### src/rtl/core/assert_macros.svh
// Assertion helpers shared by the RTL.
`ifndef ASSERT_MACROS_SVH
`define ASSERT_MACROS_SVH

`ifndef SYNTHESIS

// Property checked at every clock edge outside reset.
`define ASSERT_PROP(label, clk, rst, prop) \
   label: assert property (@(posedge clk) disable iff (rst) prop) \
      else $error("assertion failed");

// Condition that must never be true outside reset.
`define ASSERT_NEVER(label, clk, rst, expr) \
   label: assert property (@(posedge clk) disable iff (rst) !(expr)) \
      else $error("forbidden condition seen");

`else

`define ASSERT_PROP(label, clk, rst, prop)
`define ASSERT_NEVER(label, clk, rst, expr)

`endif

`endif

### src/rtl/core/rlfg_pkg.sv
package rlfg_pkg;

   localparam int unsigned CfgW    = 12;
   localparam int unsigned PctW    = 7;
   localparam int unsigned RandW   = 15;
   localparam int unsigned FramesW = 13;
   localparam int unsigned IdxW    = 3;
   localparam int unsigned DvdW    = RandW;
   localparam int unsigned DvsW    = 13;
   localparam int unsigned StepW   = 4;
   localparam int unsigned ModSteps = DvdW;
   localparam int unsigned ReqW    = 48;
   localparam int unsigned RspW    = 8;

   // x mod 100 for a 15-bit x: quotient = (x * 5243) >> 19, exact below 2^15
   localparam int unsigned RecipW   = 13;
   localparam int unsigned QuoW     = 9;
   localparam int unsigned ProdW    = RandW + RecipW;
   localparam int unsigned PctShift = 19;

   localparam logic [RecipW-1:0] PctRecip     = RecipW'(5243);
   localparam logic [RandW-1:0]  PercentScale = RandW'(100);

   // phase codes
   localparam logic [1:0] PH_FLICKER = 2'd0;
   localparam logic [1:0] PH_ON      = 2'd1;
   localparam logic [1:0] PH_OFF     = 2'd2;

   // register indexes
   localparam logic [IdxW-1:0] CSR_FLICKER_AVG = 3'd0;
   localparam logic [IdxW-1:0] CSR_ON_AVG      = 3'd1;
   localparam logic [IdxW-1:0] CSR_OFF_AVG     = 3'd2;
   localparam logic [IdxW-1:0] CSR_BLINK_ON    = 3'd3;
   localparam logic [IdxW-1:0] CSR_BLINK_OFF   = 3'd4;
   localparam logic [IdxW-1:0] CSR_INVERT_PCT  = 3'd5;

   typedef enum logic [2:0] {
      ST_IDLE,
      ST_CHOICE,
      ST_JITTER,
      ST_BLINK,
      ST_DONE
   } ctrl_state_type;

   typedef enum logic [1:0] {
      MOP_CHOICE,
      MOP_JITTER,
      MOP_BLINK
   } mod_op_type;

   typedef struct packed {
      logic       load;
      logic       dec;
      logic       mod_start;
      mod_op_type op;
      logic       choose;
      logic       commit;
      logic       blink;
      logic       out_load;
   } rlfg_cmd_type;

   typedef struct packed {
      logic frames_zero;
      logic phase_flicker;
      logic next_flicker;
      logic mod_done;
      logic out_free;
   } rlfg_sts_type;

endpackage

### src/rtl/core/random_lamp_flicker_generator.sv
// Random lamp flicker generator.
// req_* carries one frame tick per item with three random numbers; rsp_*
// returns one item per tick with the lamp visibility and the phase after
// the tick's update. csr_* writes the six timing/percent registers; the
// user must write them only while idle, which the block does not enforce.
// Each tick runs up to two passes of a shared restoring remainder unit
// (15 steps a pass): the on/off choice when flicker expires, the duration
// jitter when any countdown expires, and the blink position during flicker.
// The percent draw for blink inversion uses a reciprocal multiply and adds
// no pass. rsp_tvalid rises when the sequencer leaves its done state, after
// the passes that the tick needs; the next item is taken once the sequencer
// is back in idle. One tick is in work at a time. The result sits in an
// output register, so the next tick is taken while a result waits; if
// rsp_tready stays low the sequencer holds the following result until the
// register frees up.
// Reset loads the default registers (20, 0, 40, 1, 1, 0), puts the lamp in
// flicker with an expired countdown and clears both channels.
`include "assert_macros.svh"

module random_lamp_flicker_generator
   import rlfg_pkg::*;
(
   input  logic               clock,
   input  logic               reset,
   input  logic               req_tvalid,
   output logic               req_tready,
   input  logic [ReqW-1:0]    req_tdata,   // rand_choice, rand_jitter, rand_flip, pad
   output logic               rsp_tvalid,
   input  logic               rsp_tready,
   output logic [RspW-1:0]    rsp_tdata,   // lamp_visible, lamp_phase[1:0], pad
   input  logic               csr_wen,
   input  logic [IdxW-1:0]    csr_addr,
   input  logic [CfgW-1:0]    csr_wdata
);

   rlfg_cmd_type cmd;
   rlfg_sts_type sts;
   logic         phase_known;

   rlfg_ctrl u_ctrl (
      .clock      (clock),
      .reset      (reset),
      .req_tvalid (req_tvalid),
      .req_tready (req_tready),
      .sts        (sts),
      .cmd        (cmd)
   );

   rlfg_dp u_dp (
      .clock      (clock),
      .reset      (reset),
      .req_tdata  (req_tdata),
      .csr_wen    (csr_wen),
      .csr_addr   (csr_addr),
      .csr_wdata  (csr_wdata),
      .cmd        (cmd),
      .sts        (sts),
      .rsp_tvalid (rsp_tvalid),
      .rsp_tready (rsp_tready),
      .rsp_tdata  (rsp_tdata)
   );

   assign phase_known = (rsp_tdata[2:1] == PH_FLICKER) || (rsp_tdata[2:1] == PH_ON) ||
                        (rsp_tdata[2:1] == PH_OFF);

   `ASSERT_NEVER(a_phase_code, clock, reset, rsp_tvalid && !phase_known)
   `ASSERT_NEVER(a_off_dark, clock, reset, rsp_tvalid && rsp_tdata[2:1] == PH_OFF && rsp_tdata[0])
   `ASSERT_PROP(a_one_tick, clock, reset, req_tvalid && req_tready |=> !req_tready)
   `ASSERT_PROP(a_mod_latency, clock, reset, cmd.mod_start |=> !sts.mod_done)

endmodule

### src/rtl/core/rlfg_mod.sv
// Restoring remainder unit, one dividend bit per cycle.
module rlfg_mod
   import rlfg_pkg::*;
(
   input  logic            clock,
   input  logic            reset,
   input  logic            start,
   input  logic [DvdW-1:0] dividend,
   input  logic [DvsW-1:0] divisor,
   output logic            done,
   output logic [DvsW-1:0] remainder
);

   logic             active_ff, active_in;
   logic             done_ff, done_in;
   logic [StepW-1:0] count_ff, count_in;
   logic [DvdW-1:0]  dvd_ff, dvd_in;
   logic [DvsW-1:0]  dvs_ff, dvs_in;
   logic [DvsW-1:0]  rem_ff, rem_in;

   logic [DvsW:0]    trial;
   logic [DvsW:0]    diff;
   logic             fit;

   assign trial = {rem_ff, dvd_ff[DvdW-1]};
   assign fit   = trial >= {1'b0, dvs_ff};
   assign diff  = trial - {1'b0, dvs_ff};

   always_comb begin
      active_in = active_ff;
      done_in   = 1'b0;
      count_in  = count_ff;
      dvd_in    = dvd_ff;
      dvs_in    = dvs_ff;
      rem_in    = rem_ff;
      if (start) begin
         active_in = 1'b1;
         count_in  = '0;
         dvd_in    = dividend;
         // zero divisor acts as one
         dvs_in    = (divisor == '0) ? DvsW'(1) : divisor;
         rem_in    = '0;
      end else if (active_ff) begin
         rem_in   = fit ? diff[DvsW-1:0] : trial[DvsW-1:0];
         dvd_in   = {dvd_ff[DvdW-2:0], 1'b0};
         count_in = count_ff + StepW'(1);
         if (count_ff == StepW'(ModSteps - 1)) begin
            active_in = 1'b0;
            done_in   = 1'b1;
         end
      end
   end

   always_ff @(posedge clock) begin
      if (reset) begin
         active_ff <= 1'b0;
         done_ff   <= 1'b0;
         count_ff  <= '0;
      end else begin
         active_ff <= active_in;
         done_ff   <= done_in;
         count_ff  <= count_in;
      end
   end

   always_ff @(posedge clock) begin
      dvd_ff <= dvd_in;
      dvs_ff <= dvs_in;
      rem_ff <= rem_in;
   end

   assign done      = done_ff;
   assign remainder = rem_ff;

endmodule

### src/rtl/core/rlfg_dp.sv
// Registers, phase/countdown state, remainder unit and result register.
module rlfg_dp
   import rlfg_pkg::*;
(
   input  logic               clock,
   input  logic               reset,
   input  logic [ReqW-1:0]    req_tdata,
   input  logic               csr_wen,
   input  logic [IdxW-1:0]    csr_addr,
   input  logic [CfgW-1:0]    csr_wdata,
   input  rlfg_cmd_type       cmd,
   output rlfg_sts_type       sts,
   output logic               rsp_tvalid,
   input  logic               rsp_tready,
   output logic [RspW-1:0]    rsp_tdata
);

   logic [CfgW-1:0]    flicker_avg_ff, on_avg_ff, off_avg_ff;
   logic [CfgW-1:0]    blink_on_ff, blink_off_ff;
   logic [PctW-1:0]    invert_pct_ff;

   logic [RandW-1:0]   choice_ff, jitter_ff, flip_ff;
   logic [1:0]         phase_ff, phase_in;
   logic [FramesW-1:0] frames_ff, frames_in;
   logic [1:0]         next_ff, next_in;
   logic [CfgW-1:0]    tm_ff, tm_in;
   logic               vis_ff, vis_in;
   logic               rsp_valid_ff, rsp_valid_in;
   logic               rsp_vis_ff, rsp_vis_in;
   logic [1:0]         rsp_phase_ff, rsp_phase_in;

   logic [DvdW-1:0]    mod_dvd;
   logic [DvsW-1:0]    mod_dvs;
   logic               mod_done;
   logic [DvsW-1:0]    mod_rem;

   logic [DvsW-1:0]    onoff_sum;
   logic [DvsW-1:0]    period;
   logic [FramesW-1:0] t_sum;
   logic [FramesW-1:0] t_val;
   logic               vis_out;

   logic [QuoW-1:0]    flip_quo_ff;
   logic [ProdW-1:0]   flip_prod;
   logic [RandW-1:0]   flip_back;
   logic [RandW-1:0]   flip_rem;
   logic               flip_hit;

   always_ff @(posedge clock) begin
      if (reset) begin
         flicker_avg_ff <= CfgW'(20);
         on_avg_ff      <= CfgW'(0);
         off_avg_ff     <= CfgW'(40);
         blink_on_ff    <= CfgW'(1);
         blink_off_ff   <= CfgW'(1);
         invert_pct_ff  <= PctW'(0);
      end else if (csr_wen) begin
         unique case (csr_addr)
            CSR_FLICKER_AVG: flicker_avg_ff <= csr_wdata;
            CSR_ON_AVG:      on_avg_ff      <= csr_wdata;
            CSR_OFF_AVG:     off_avg_ff     <= csr_wdata;
            CSR_BLINK_ON:    blink_on_ff    <= csr_wdata;
            CSR_BLINK_OFF:   blink_off_ff   <= csr_wdata;
            CSR_INVERT_PCT:  invert_pct_ff  <= csr_wdata[PctW-1:0];
            default: ;
         endcase
      end
   end

   assign onoff_sum = {1'b0, on_avg_ff} + {1'b0, off_avg_ff};
   assign period    = {1'b0, blink_on_ff} + {1'b0, blink_off_ff};

   always_comb begin
      case (cmd.op)
         MOP_CHOICE: begin
            mod_dvd = choice_ff;
            mod_dvs = onoff_sum;
         end
         MOP_JITTER: begin
            mod_dvd = jitter_ff;
            mod_dvs = {1'b0, tm_ff};
         end
         default: begin
            mod_dvd = {{(DvdW-FramesW){1'b0}}, frames_ff};
            mod_dvs = period;
         end
      endcase
   end

   rlfg_mod u_mod (
      .clock     (clock),
      .reset     (reset),
      .start     (cmd.mod_start),
      .dividend  (mod_dvd),
      .divisor   (mod_dvs),
      .done      (mod_done),
      .remainder (mod_rem)
   );

   // percent draw: remainder by 100 via reciprocal multiply, quotient registered
   assign flip_prod = {{(ProdW-RandW){1'b0}}, flip_ff} * {{(ProdW-RecipW){1'b0}}, PctRecip};
   assign flip_back = {{(RandW-QuoW){1'b0}}, flip_quo_ff} * PercentScale;
   assign flip_rem  = flip_ff - flip_back;
   assign flip_hit  = flip_rem < {{(RandW-PctW){1'b0}}, invert_pct_ff};

   // average plus jitter minus half the average; remainder < tm keeps it in range
   assign t_sum = {1'b0, tm_ff} + mod_rem - {2'b00, tm_ff[CfgW-1:1]};
   assign t_val = (tm_ff == '0 || t_sum == '0) ? FramesW'(1) : t_sum;

   assign vis_out = (phase_ff == PH_FLICKER) ? vis_ff : (phase_ff != PH_OFF);

   always_comb begin
      phase_in     = phase_ff;
      frames_in    = frames_ff;
      next_in      = next_ff;
      tm_in        = tm_ff;
      vis_in       = vis_ff;
      rsp_valid_in = rsp_valid_ff;
      rsp_vis_in   = rsp_vis_ff;
      rsp_phase_in = rsp_phase_ff;
      if (cmd.load) begin
         // any expiring phase other than flicker goes back to flicker
         next_in = PH_FLICKER;
         tm_in   = flicker_avg_ff;
      end
      if (cmd.dec) begin
         frames_in = frames_ff - FramesW'(1);
      end
      if (cmd.choose) begin
         if (mod_rem < {1'b0, on_avg_ff}) begin
            next_in = PH_ON;
            tm_in   = on_avg_ff;
         end else begin
            next_in = PH_OFF;
            tm_in   = off_avg_ff;
         end
      end
      if (cmd.commit) begin
         phase_in  = next_ff;
         frames_in = t_val;
      end
      if (cmd.blink) begin
         vis_in = (mod_rem < {1'b0, blink_on_ff}) ^ flip_hit;
      end
      if (cmd.out_load) begin
         rsp_valid_in = 1'b1;
         rsp_vis_in   = vis_out;
         rsp_phase_in = phase_ff;
      end else if (rsp_tready) begin
         rsp_valid_in = 1'b0;
      end
   end

   always_ff @(posedge clock) begin
      if (reset) begin
         phase_ff     <= PH_FLICKER;
         frames_ff    <= '0;
         rsp_valid_ff <= 1'b0;
      end else begin
         phase_ff     <= phase_in;
         frames_ff    <= frames_in;
         rsp_valid_ff <= rsp_valid_in;
      end
   end

   always_ff @(posedge clock) begin
      if (cmd.load) begin
         choice_ff <= req_tdata[RandW-1:0];
         jitter_ff <= req_tdata[2*RandW-1:RandW];
         flip_ff   <= req_tdata[3*RandW-1:2*RandW];
      end
      flip_quo_ff  <= flip_prod[PctShift +: QuoW];
      next_ff      <= next_in;
      tm_ff        <= tm_in;
      vis_ff       <= vis_in;
      rsp_vis_ff   <= rsp_vis_in;
      rsp_phase_ff <= rsp_phase_in;
   end

   assign sts.frames_zero   = frames_ff == '0;
   assign sts.phase_flicker = phase_ff == PH_FLICKER;
   assign sts.next_flicker  = next_ff == PH_FLICKER;
   assign sts.mod_done      = mod_done;
   assign sts.out_free      = !rsp_valid_ff || rsp_tready;

   assign rsp_tvalid = rsp_valid_ff;
   assign rsp_tdata  = {{(RspW-3){1'b0}}, rsp_phase_ff, rsp_vis_ff};

endmodule

### src/rtl/core/rlfg_ctrl.sv
// Sequencer: one tick at a time through choice, jitter and blink passes.
module rlfg_ctrl
   import rlfg_pkg::*;
(
   input  logic         clock,
   input  logic         reset,
   input  logic         req_tvalid,
   output logic         req_tready,
   input  rlfg_sts_type sts,
   output rlfg_cmd_type cmd
);

   ctrl_state_type state_ff, state_in;
   logic           entry_ff, entry_in;
   logic           accept;

   assign req_tready = state_ff == ST_IDLE;
   assign accept     = req_tvalid && req_tready;
   assign entry_in   = state_in != state_ff;

   always_comb begin
      state_in = state_ff;
      unique case (state_ff)
         ST_IDLE: begin
            if (accept) begin
               if (sts.frames_zero) begin
                  state_in = sts.phase_flicker ? ST_CHOICE : ST_JITTER;
               end else begin
                  state_in = sts.phase_flicker ? ST_BLINK : ST_DONE;
               end
            end
         end
         ST_CHOICE: if (sts.mod_done) state_in = ST_JITTER;
         ST_JITTER: begin
            if (sts.mod_done) state_in = sts.next_flicker ? ST_BLINK : ST_DONE;
         end
         ST_BLINK: if (sts.mod_done) state_in = ST_DONE;
         ST_DONE: if (sts.out_free) state_in = ST_IDLE;
         default: state_in = ST_IDLE;
      endcase
   end

   always_comb begin
      cmd = '0;
      cmd.op = MOP_CHOICE;
      unique case (state_ff)
         ST_IDLE: begin
            cmd.load = accept;
            cmd.dec  = accept && !sts.frames_zero;
         end
         ST_CHOICE: begin
            cmd.op        = MOP_CHOICE;
            cmd.mod_start = entry_ff;
            cmd.choose    = sts.mod_done;
         end
         ST_JITTER: begin
            cmd.op        = MOP_JITTER;
            cmd.mod_start = entry_ff;
            cmd.commit    = sts.mod_done;
         end
         ST_BLINK: begin
            cmd.op        = MOP_BLINK;
            cmd.mod_start = entry_ff;
            cmd.blink     = sts.mod_done;
         end
         ST_DONE: cmd.out_load = sts.out_free;
         default: ;
      endcase
   end

   always_ff @(posedge clock) begin
      if (reset) begin
         state_ff <= ST_IDLE;
         entry_ff <= 1'b0;
      end else begin
         state_ff <= state_in;
         entry_ff <= entry_in;
      end
   end

endmodule

### config.mk
export PLATFORM = sky130hd
export DESIGN_NAME = random_lamp_flicker_generator
export DESIGN_NICKNAME = d
export VERILOG_FILES = /design/src/rtl/core/rlfg_pkg.sv /design/src/rtl/core/random_lamp_flicker_generator.sv /design/src/rtl/core/rlfg_mod.sv /design/src/rtl/core/rlfg_dp.sv /design/src/rtl/core/rlfg_ctrl.sv
export VERILOG_INCLUDE_DIRS = /design/src /design/src/rtl/core
export SDC_FILE = /design/constraint.sdc
export NUM_CORES = 1
export LEC_CHECK = 0
export ABC_AREA = 0
export BUFFER_PORTS_ARGS = -buffer_cell sky130_fd_sc_hd__buf_2
export CAP_MARGIN = 20
export CORE_UTILIZATION = 30
export DETAILED_ROUTE_END_ITERATION = 16
export PLACE_DENSITY = 0.51
export SLEW_MARGIN = 20
export SYNTH_ARGS = -nofsm -noshare
export SYNTH_HDL_FRONTEND = slang
export SYNTH_SLANG_ARGS = --single-unit
### constraint.sdc
create_clock -name clock -period 5.1 [get_ports clock]
set_clock_uncertainty 0.05 [all_clocks]
set_input_delay 0.51 -clock clock [delete_from_list [all_inputs] [get_ports clock]]
set_output_delay 0.51 -clock clock [all_outputs]
set_load 0.005 [all_outputs]
== After elaboration in Yosys (flattened, before gate mapping) ==
Cells that the tools add are included.

* Flip-flop bits (word level): 206
* Bits of input ports: 68
* Output and inout bits: 10
* Logic and storage cells: 119

* Add/subtract/negate cells: 8
* Multiply operators: 2
* $lt $le $gt $ge: 4
* Equality and inequality tests: 13
* Muxes and demuxes: 37
* Bitwise operators: 2
* Reductions and logical operators: 27

{| class="wikitable"
|+ Operators with widths
! kind !! number
|-
| two-way mux 13 bit || 4
|-
| logical NOT 13 bit || 3
|-
| two-way mux 12 bit || 3
|-
| two-way mux 15 bit || 2
|-
| case mux 15 bit (2 select lines) || 1
|-
| multiplier 15 x 13 -> 28 bit, second input constant || 1
|-
| adder 12 x 12 -> 13 bit || 2
|-
| < comparator 13 x 12 -> 1 bit || 2
|-
| case mux 13 bit (2 select lines) || 1
|-
| two-way mux 3 bit || 8
|-
| < comparator 15 x 7 -> 1 bit || 1
|-
| case mux 3 bit (5 select lines) || 1
|-
| subtractor 15 bit || 1
|-
| >= comparator 14 x 13 -> 1 bit || 1
|-
| adder 12 x 13 -> 13 bit || 1
|-
| multiplier 9 x 5 -> 13 bit, second input constant || 1
|-
| subtractor 13 x 1 -> 13 bit, second input constant || 1
|-
| subtractor 13 x 11 -> 13 bit || 1
|-
| subtractor 13 bit || 1
|-
| equality test 3 x 2 -> 1 bit, second input constant || 4
|-
| logical NOT 12 bit || 1
|-
| AND reduction 2 bit || 6
|-
| two-way mux 1 bit || 11
|-
| two-way mux 2 bit || 5
|-
| other kinds (18) || 30
|}

== Depth between registers and ports, before layout ==
* Word-level depth: 6
* Gate-level depth with buffers: 20
* Gate-level depth less buffers: 20

== Hierarchy ==
From an unflattened synthesis, not the netlist that was laid out.

* Cell total of the unflattened synthesis: 1822
* Area total of the unflattened synthesis: 16801.1 um2

{| class="wikitable"
|+ Modules (own cells, without submodules)
! module !! times used !! cells each !! area an instance (um2) !! seq. area each (um2)
|-
| rlfg_dp || 1 || 1489 || 13579.3 || 3733.6
|-
| rlfg_mod || 1 || 279 || 2830.2 || 1221.2
|-
| rlfg_ctrl || 1 || 54 || 391.6 || 80.1
|}

== Worst setup path before layout ==
OpenSTA, ideal clock, no wires.

* Kind: register -> register
* From: reg u_dp.flip_ff[8]
* To: reg u_dp.flip_quo_ff[8]
* Setup time: 0.120 ns
* Data arrival time: 4.802 ns
* Data required time: 4.930 ns
* Path slack: 0.128 ns
* Cell stages (with the launch flop): 19
* Path buffers: 0
* Period minus slack after synthesis: 4.972 ns
* Path through: edfxtp_1 -> ha_1 -> inv_1 -> fa_1 -> inv_1 -> fa_1 -> inv_1 -> fa_1 -> fa_1 -> inv_1 -> ha_1 -> o21ai_0 -> a211oi_1 -> o2111ai_1 -> o211ai_1 -> a41oi_1 -> o311ai_0 -> a21oi_1 -> xnor2_1

* Word-level cells in the longest chain between the ends: 1

{| class="wikitable"
|+ RTL lines
! what !! line !! text
|-
| from (decl) || rlfg_dp.sv:22 || <nowiki>logic [RandW-1:0] choice_ff, jitter_ff, flip_ff;</nowiki>
|-
| from (signal assigned) || rlfg_dp.sv:170 || <nowiki>flip_ff <= req_tdata[3*RandW-1:2*RandW];</nowiki>
|-
| multiplier 15 x 13 -> 28 bit || rlfg_dp.sv:101 || <nowiki>assign flip_prod = {{(ProdW-RandW){1'b0}}, flip_ff} * {{(ProdW-RecipW){1'b0}}, PctRecip};</nowiki>
|-
| net u_dp.flip_prod[27] || rlfg_dp.sv:44 || <nowiki>logic [ProdW-1:0] flip_prod;</nowiki>
|-
| to (signal assigned) || rlfg_dp.sv:172 || <nowiki>flip_quo_ff <= flip_prod[PctShift +: QuoW];</nowiki>
|-
| to (decl) || rlfg_dp.sv:43 || <nowiki>logic [QuoW-1:0] flip_quo_ff;</nowiki>
|}

The timed path passes the listed nets, and every way through them passes these cells.
A chain may end at the register's enable or synchronous reset.

== Final worst setup path ==
* From: reg u_dp.flip_ff[11]
* To: reg u_dp.flip_quo_ff[4]

The elaborated chain is that of the path after synthesis.

==> summary.md <==
| Metric | Value |
|---|---|
| Slowest-stage cell, CP | `fa_1` |
| Critical-path maximum fanout | `5` |
| Post-synthesis sequential area ratio | `30.9%` |
| Vias in the first global route | `12900` |
| Min cycle time layout | `5.04 ns` |
| Die area | `55200 um^2` |
| Worst-Skew Late Latency | `0.56 ns` |
| Final Non-Filler Cells | `2620` |
| Final #Nets | `2285` |
| Post-synthesis cell area | `16300 um^2` |
| H-tree depth | `1` |
| Post-DP HPWL | `32.5 mm` |
| Top cell family by delay on the critical path | `adder cells` |
| Largest net degree at the start of global routing | `86` |
| WP data required | `5.49 ns` |
| Synth Warn # | `0` |
| Overall Global Routing Usage | `15.1%` |
| Most used cell, CP | `fa_1` |
| Num CTS Buffers | `26` |
| DP Area | `17700 um^2` |
| RSZ-0062 raised after global routing | `true` |
| Clock root buffer | `clkbuf_16` |
| Clock sinks | `206` |
| Placed insts | `2559` |
| Final worst-path cycle share | `98.9%` |
| Flop and latch count out of synthesis | `206` |
| Arr. time, crit path | `5.43 ns` |
| Clock-pin slew on the worst setup and hold paths | `0.06 ns` |
| Post-Route WL | `41.1 mm` |
| # DRC | `0` |
| Post-synthesis cell count | `1784` |
| Starting DRT DRC Count | `504` |
| Final WS setup | `0.0571 ns` |
| CTS tree | `built` |
| First-pass iteration count of the detailed router | `6` |
| Pre-CTS WS | `-0.204 ns` |
| Setup TNS | `0 ns` |
| Ys async rst share | `0%` |
| Max Root-Sink Buffers | `3` |
| Worst reg2reg setup slack | `0.06 ns` |
| Critical path startpoint category | `register` |
| Hold Vio Cnt, Final | `0` |
| Grt ovf | `0` |
| Slowest stage delay, CP | `0.55 ns` |
| Ys flop type | `dfxtp_1` |
| Core Box Area | `53700 um^2` |
| FP Rows | `85` |
| CP Capture Type | `register` |
| Final-layout fill cell count | `5478` |
| Final Cell Area | `18900 um^2` |
| Cells along the critical path | `buf_4 -> buf_6 -> fa_1 -> ha_1 -> fa_1 -> fa_1 -> inv_1 -> fa_1 -> inv_1 -> ha_1 -> nand2_2 -> a211oi_4 -> o2111ai_1 -> o211ai_1 -> a41oi_2 -> buf_4 -> a21bo_2 -> nor2b_2 -> xnor2_1` |
| HP Class | `input pin to register` |
| Status | `finished clean` |
| First-pass GRT wire length | `67.2 mm` |
| Post-synth EDFFs | `91` |
| Max-cap viol count | `0` |
| Crit path buf inv count | `5` |
| Multi-input logic area | `10100 um^2` |
| Slew headroom | `38.6%` |
| DRT antenna net count | `0` |
| Setup violators final | `0` |
| Max Freq | `0.198 GHz` |
| Initial antenna violation count | `0` |
| Hold buffer count at cts | `0` |
| GP Congestion | `0.861` |
| Synthesized area per cell | `9.13 um^2` |
| DIE WIDTH | `235 um` |
| Post-Synth Simple-Gate Area | `12.8%` |
| Post-Synth Adder-Cell Area | `28.1%` |
| Post-synthesis xor/xnor area fraction | `3.66%` |
| Crit path depth | `19` |
| Largest family of logic cells by synthesized area | `adder cells` |
| Hold Path Depth | `1` |
| Avg WL per Cell | `15.7 um` |
| Worst Path Class, Setup | `register to register` |
| Cells on worst reg2reg path | `19` |
| Worst Tran Pin Value | `0.921 ns` |
| Ant diodes | `0` |
| Share of cells above drive strength 1 | `11.7%` |
| Die Ht | `235 um` |
| Post-synth cell types | `74` |
| Area Overhead vs Synth | `15.9%` |
| Compound-Gate Fraction of Synth Area | `13.9%` |
| Io pins | `78` |
| Via Count | `12400` |
| Max Transition Viols Final | `0` |
| PortBufs | `69` |
| Initial Util | `30.3%` |
| Seq. cell area | `5030 um^2` |
| Vias per cell | `4.73` |
| Post-synthesis mux area share | `2.53%` |
state kept, by name, summed over array words and instances (netlist names), 13 cells and up:
| name | flops |
|---|---|
| u_dp.choice_ff | 15 |
| u_dp.flip_ff | 15 |
| u_dp.jitter_ff | 15 |
| u_dp.u_mod.dvd_ff | 15 |
| u_dp.frames_ff | 13 |
| u_dp.u_mod.dvs_ff | 13 |
| u_dp.u_mod.remainder | 13 |
final timing paths:
kind / start / to
max: u_dp.flip_ff[11] / u_dp.flip_quo_ff[4]
min: req_tdata[9] / u_dp.choice_ff[9]
max reg2reg: u_dp.flip_ff[11] / u_dp.flip_quo_ff[4]
min reg2reg: u_dp.flicker_avg_ff[9] / u_dp.flicker_avg_ff[9]
through the flow:
stage	utilization, %	hold slack, ns
global route	35.1	0.0508
global placement	33.0	0.398
finish	35.1	0.0712
floorplan	-	0.387
CTS	34.8	0.0406
detailed placement	33.0	0.399
worst register-to-register path, cell delays in order, from the launching register on:
cell,delay [ns]
edfxtp_1,0.36
buf_4,0.18
buf_6,0.12
fa_1,0.43
ha_1,0.31
fa_1,0.47
fa_1,0.55
inv_1,0.07
fa_1,0.54
inv_1,0.05
ha_1,0.29
nand2_2,0.08
a211oi_4,0.24
o2111ai_1,0.14
o211ai_1,0.23
a41oi_2,0.19
buf_4,0.17
a21bo_2,0.22
nor2b_2,0.15
xnor2_1,0.12
routing by layer:
metal / global-route usage (%) / vias to the layer above / wire (um)
met2: 27.4 / 163 / 20600
met5: 0 / - / 0
met1: 18.5 / 5892 / 18100
met3: 1.70 / 65 / 1050
li1: - / 6279 / -
met4: 5.04 / 0 / 1320
synthesized netlist by cell type (6+ instances only):
library cell	number	share of area, %
fa_1	88	11
and2_1	12	0.46
nor2b_1	13	0.50
nand2b_1	17	0.65
xor2_1	30	1.6
a21o_1	24	1.1
nand4_1	6	0.23
a31oi_1	6	0.23
o21ai_0	63	1.9
o22ai_1	6	0.23
a21oi_1	154	4.7
nor2_1	105	2.4
nand3_1	22	0.68
xnor2_1	38	2.0
edfxtp_1	91	17
a211oi_1	15	0.69
or3_1	10	0.38
o211ai_1	11	0.51
buf_4	7	0.32
buf_1	6	0.14
mux2i_1	40	2.5
o21a_1	18	0.83
dfxtp_1	115	14
ha_1	225	17
inv_1	289	6.7
nand2_1	187	4.3
o21bai_1	11	0.51
o2111ai_1	6	0.32
nor4_1	7	0.27
clkbuf_1	38	0.88
nand3b_1	10	0.46
nor3_1	27	0.83
kinds of logic (layout without fill, tap and decap cells):
group	count (synthesis)	after routing
AO/OA/AOI/OAI	365	365
XOR/XNOR	68	68
adder cells (fa/ha/maj)	313	313
buffers and inverters	343	479
flip-flops	206	206
multiplexers	41	41
other	1	5
AND/OR/NAND/NOR	447	447
layout by cell type, fill, tap and decap left out, drive strengths merged, types with 11 or more instances in the layout:
master  instances
xnor2          38
nor3           28
o21ai          68
o211ai         11
nor2b          14
buf           142
nand2b         17
fa             88
edfxtp         91
and2           13
dfxtp         115
a21oi         154
inv           290
nand2         187
o21a           18
mux2i          40
o21bai         11
clkbuf         38
a211oi         16
ha            225
nand3          22
xor2           30
a21o           24
nor2          105
repair_timing:
action / CTS / global route
setup buffers: 8 / 5
pin swaps: 11 / 24
setup endpoints to repair: 5 / 8
gates resized for setup: 11 / 25
cell type report:
class,count,share of cell area (%)
multi-input cells,1239,53.5
clock inverters,10,0.650
well taps,696,4.61
repair buffers,142,4.83
clock buffers,38,3.97
flip-flops and latches,206,26.7
inverters,289,5.75
Power is left out: the tool's default activity adds up to more than one toggle a clock period on the data nets, which glitch-free logic cannot reach.
